[config.mk]
export PLATFORM = sky130hd
export DESIGN_NAME = trp_ctrl
export DESIGN_NICKNAME = d
export VERILOG_FILES = /design/src/hw/rtl/trp_pkg.sv /design/src/hw/rtl/trp_ctrl.sv
export SDC_FILE = /design/constraint.sdc
export NUM_CORES = 1
export LEC_CHECK = 0
export ABC_AREA = 1
export BUFFER_PORTS_ARGS = -buffer_cell sky130_fd_sc_hd__buf_2
export CAP_MARGIN = 40
export CORE_AREA = 2 2 39 41
export DETAILED_ROUTE_END_ITERATION = 10
export DIE_AREA = 0 0 41 43
export PLACE_DENSITY = 0.6
export REMOVE_ABC_BUFFERS = 1
export SKIP_CTS_REPAIR_TIMING = 1
export SLEW_MARGIN = 5
export SYNTH_ARGS = -nofsm -noshare
export SYNTH_HDL_FRONTEND = slang
export SYNTH_SLANG_ARGS = --single-unit
[constraint.sdc]
create_clock -name i_clk -period 2.4 [get_ports i_clk]
set_input_delay 0.48 -clock i_clk [delete_from_list [all_inputs] [get_ports i_clk]]
set_output_delay 0.48 -clock i_clk [all_outputs]
set_load 0.1 [all_outputs]
[src/hw/rtl/trp_pkg.sv]
// Shared types and constants for the trajectory record and playback block.
package trp_pkg;

    // Request codes carried in the input tuser field.
    typedef enum logic [1:0] {
        REQ_RESTART = 2'd0,
        REQ_RECORD  = 2'd1,
        REQ_PLAY    = 2'd2,
        REQ_NONE    = 2'd3
    } t_req;

    // Configuration register indexes.
    localparam logic [1:0] CFG_ACTIVE   = 2'd0;
    localparam logic [1:0] CFG_DURATION = 2'd1;
    localparam logic [1:0] CFG_COEF     = 2'd2;

    // Reset values of the configuration registers.
    localparam logic [31:0] DURATION_RESET = 32'd5000;
    localparam logic [15:0] COEF_RESET     = 16'd52429;

    // Long division of {time, 16 zero bits} by the duration, one bit a step.
    localparam logic [5:0] DIV_STEPS = 6'd48;

    // Controller states.
    typedef enum logic [3:0] {
        ST_IDLE,
        ST_DIV,
        ST_MUL,
        ST_RDA,
        ST_RDB,
        ST_RDC,
        ST_MIXX,
        ST_MIXY,
        ST_MIXE,
        ST_OUT
    } t_state;

    // Commands from the controller to the datapath.
    typedef struct packed {
        logic load;
        logic div_step;
        logic mul;
        logic rd_a;
        logic rd_b;
        logic rd_c;
        logic mix_x;
        logic mix_y;
        logic mix_e;
        logic finish;
    } t_cmd;

    // Status from the datapath to the controller.
    typedef struct packed {
        logic div_last;
        logic empty;
        logic out_free;
    } t_stat;

endpackage

[src/hw/rtl/trp_ctrl.sv]
// Controller state machine that sequences each accepted word through the datapath.
module trp_ctrl
    import trp_pkg::*;
(
    input  logic  i_clk,
    input  logic  i_rst_n,
    input  logic  i_valid,
    input  t_req  i_req,
    input  t_stat i_stat,
    output logic  o_ready,
    output t_cmd  o_cmd
);

    t_state r_state;
    t_state n_state;

    // State register.
    always_ff @(posedge i_clk) begin
        if (!i_rst_n) begin
            r_state <= ST_IDLE;
        end else begin
            r_state <= n_state;
        end
    end

    // Next state and commands.
    always_comb begin
        n_state = r_state;
        o_cmd   = '0;
        o_ready = 1'b0;
        unique case (r_state)
            ST_IDLE: begin
                o_ready = 1'b1;
                if (i_valid) begin
                    o_cmd.load = 1'b1;
                    unique case (i_req)
                        REQ_RECORD: n_state = ST_MIXX;
                        REQ_PLAY:   n_state = ST_DIV;
                        default:    n_state = ST_OUT;
                    endcase
                end
            end
            ST_DIV: begin
                o_cmd.div_step = 1'b1;
                if (i_stat.div_last) begin
                    n_state = ST_MUL;
                end
            end
            ST_MUL: begin
                o_cmd.mul = 1'b1;
                n_state   = i_stat.empty ? ST_OUT : ST_RDA;
            end
            ST_RDA: begin
                o_cmd.rd_a = 1'b1;
                n_state    = ST_RDB;
            end
            ST_RDB: begin
                o_cmd.rd_b = 1'b1;
                n_state    = ST_RDC;
            end
            ST_RDC: begin
                o_cmd.rd_c = 1'b1;
                n_state    = ST_MIXX;
            end
            ST_MIXX: begin
                o_cmd.mix_x = 1'b1;
                n_state     = ST_MIXY;
            end
            ST_MIXY: begin
                o_cmd.mix_y = 1'b1;
                n_state     = ST_MIXE;
            end
            ST_MIXE: begin
                o_cmd.mix_e = 1'b1;
                n_state     = ST_OUT;
            end
            ST_OUT: begin
                if (i_stat.out_free) begin
                    o_cmd.finish = 1'b1;
                    n_state      = ST_IDLE;
                end
            end
            default: n_state = ST_IDLE;
        endcase
    end

endmodule

==> metrics.md <==
| Metric | Value |
|---|---|
| Status | finished, final reports clean |
| Remaining DRCs | 0 |
| Vias | 475 |
| WL per Instance | 8.77 µm |
| Crit Path Category | reg2out |
| Fill cells | 171 |
| Grt met3 use | 1.57% |
| Die Wd | 41 µm |
| Top cells by area, synth | dfxtp_1 21%, nor2_1 16%, inv_1 15% |
| Clk buf depth | 2 |
| Area leader, netlist | dfxtp_1 |
| Tightest hold margin | 0.519 ns |
| Hpwl dp | 807 µm |
| Cells after DPL | 105 |
| Hold Vio Cnt, Final | 0 |
| Stages on the worst setup path | 5 |
| Nets | 103 |
| Buffers added on ports | 18 |
| Max reg flops | 4 |
| Crit-path leading delay family | buffers and inverters |
| Final period util | 81.6% |
| Yosys warns | 0 |
| Core footprint | 1380 µm² |
| GRT Max-Usage Layer | met2 |
| Share of cells above drive strength 1 | 31.5% |
| Finished Cell Area | 508 µm² |
| TNS Setup | 0 ns |
| Top cell type's share of synthesized area | 21.3% |
| Overall routing resource usage | 12.0% |
| Routability-driven placement congestion ratio | 0.824 |
| Routed WL | 947 µm |
| TritonCTS clock tree | done |
| Most frequent cell after synthesis | nor2_1 |
| Final Setup Violations | 0 |
| Slowest CP cell | buf_2 |
| Layout area overhead | 35.3% |
| Worst reg2reg endpoint | r_state[0]$_SDFFE_PN0P_ |
| Syn avg cell area | 5.29 µm² |
| Distinct cell type count after synthesis | 12 |
| Global-route wire length before repair | 1.47 mm |
| Num CTS Buffers | 3 |
| Critical path cell sequence | inv_2 > nor2_2 > nand2_2 > nor2_1 > buf_2 |
| Met1 Usage GRT | 14.8% |
| CP endpoint kind | primary output |
| DIE AREA | 1760 µm² |
| FF-to-FF path depth | 6 |
| ANT cells | 0 |
| Worst slew pin tran | 0.487 ns |
| Vias in the first global route | 399 |
| Global route total overflow | 0 |
| Biggest register | r_state |
| Post-route insts no fill | 108 |
| Asr flop ratio synth | 0% |
| Post-synthesis sequential area ratio | 21.3% |
| CP bufs+invs | 2 |
| Root Buffer | clkbuf_4 |
| RSZ-0062 raised after global routing | no |
| Initial DRC Count | 6 |
| H-tree depth | 1 |
| Clk_lat worst skew | 0.23 ns |
| R2R Path Start | r_state[2]$_SDFFE_PN0P_ |
| Largest net degree at the start of global routing | 7 |
| Placed Area | 485 µm² |
| CTS Sinks | 4 |
| FMAX | 0.511 GHz |
| EDFF count, synth | 0 |
| Synth top cells by count | 16 x nor2_1, 15 x inv_1, 13 x nand2_1 |
| Slew margin rel. | 67.7% |
| CP required | 1.92 ns |
| Post-route ant nets | 0 |
| Worst hold-check path type | in2reg |
| Drt via density | 4.40 |
| Clock slew at reported path FFs | 0.03 ns |
| Clock skew | 0.000726 ns |
| Cell Area, Synth | 375 µm² |
| Max FO, Critical Path | 5 |
| Startpoint types | register |
| Max-slew violations | 0 |
| Main synth FF type | dfxtp_1 |
| Cell count after synthesis | 71 |
| DIE HEIGHT | 43 µm |
| WP data arrival | 1.48 ns |
| Grt met2 use | 19.4% |
| FP Rows | 14 |
| Regs by FF count | r_state (4) |
| Drt first pass iters | 5 |
| FF+latch count, synth | 4 |
| Max incr delay on CP | 0.44 ns |
| Initial antenna violation count | 0 |
| Reg2Reg Setup Slack | 1.19 ns |
| Io pins | 19 |
| Critical Path Sink | o_cmd[3] |
| Post-route minimum period | 1.96 ns |
| Crit path from | r_state[1]$_SDFFE_PN0P_ |
| Starting Density | 27.1% |
| Max cap viols | 0 |
[worst register-to-register path, cell delays in order (launching register included)]
cell and delay [ns]:
dfxtp_1 0.36, nor2_2 0.25, nand2_2 0.10, nor2_1 0.14, inv_1 0.05, a21oi_1 0.15, nor2_1 0.05
[layout by cell type, fill, tap and decap left out, drive strengths merged]
cell type,synthesis,final
a21oi,2,2
buf,0,18
clkbuf,0,3
dfxtp,4,4
ha,1,1
inv,16,16
nand2,15,15
nand3,10,10
nor2,21,21
nor3,1,1
o21ai,1,1
[logic make-up (layout without fill, tap and decap cells)]
kind of cell / Yosys count / count (layout) / share of synthesized area (%)
adders and majority gates: 1 / 1 / 3.33
and+or+nand+nor: 47 / 47 / 55.3
DFF: 4 / 4 / 21.3
AOI/OAI and AO/OA: 3 / 3 / 4.00
buffers and inverters: 16 / 37 / 16.0
[metrics by stage]
stage | utilization [%] | setup slack, ns
after CTS | 36.7 | 0.425
after global routing | 36.7 | 0.352
after floorplan | - | -0.666
final | 36.7 | 0.442
after detailed placement | 35.1 | 0.664
after global placement | 35.1 | 0.649
[area by class of cell]
cell class / count / area (µm²) / share of cell area [%]
well taps: 16 / 20.0 / 3.94
clock buffers: 3 / 22.5 / 4.43
flip-flops and latches: 4 / 80.1 / 15.8
repair buffers: 18 / 90.1 / 17.7
inverters: 16 / 60.1 / 11.8
multi-input cells: 51 / 235 / 46.3
[worst min-delay path by stage]
stage                            start                 endpoint  slack (ns)  depth (start not counted)
6_report                       i_rst_n  r_state[1]$_SDFFE_PN0P_        0.52                          3
5_1_grt                        i_rst_n  r_state[1]$_SDFFE_PN0P_        0.52                          3
4_1_cts                        i_rst_n  r_state[1]$_SDFFE_PN0P_        0.52                          3
3_5_place_dp   r_state[1]$_SDFFE_PN0P_  r_state[2]$_SDFFE_PN0P_        0.69                          4
3_3_place_gp   r_state[1]$_SDFFE_PN0P_  r_state[2]$_SDFFE_PN0P_        0.69                          4
2_1_floorplan  r_state[1]$_SDFFE_PN0P_  r_state[2]$_SDFFE_PN0P_        0.63                          4
[per-layer routing]
layer | vias to the layer above | wire, µm | part of all wire [%]
met5 | - | 0 | 0
met4 | 0 | 0 | 0
met1 | 202 | 438 | 46
met3 | 0 | 47 | 5.0
li1 | 259 | - | -
met2 | 14 | 461 | 49
Power is not shown: default switching activity piles up to over one toggle a cycle in this logic, so the estimate is an artifact.
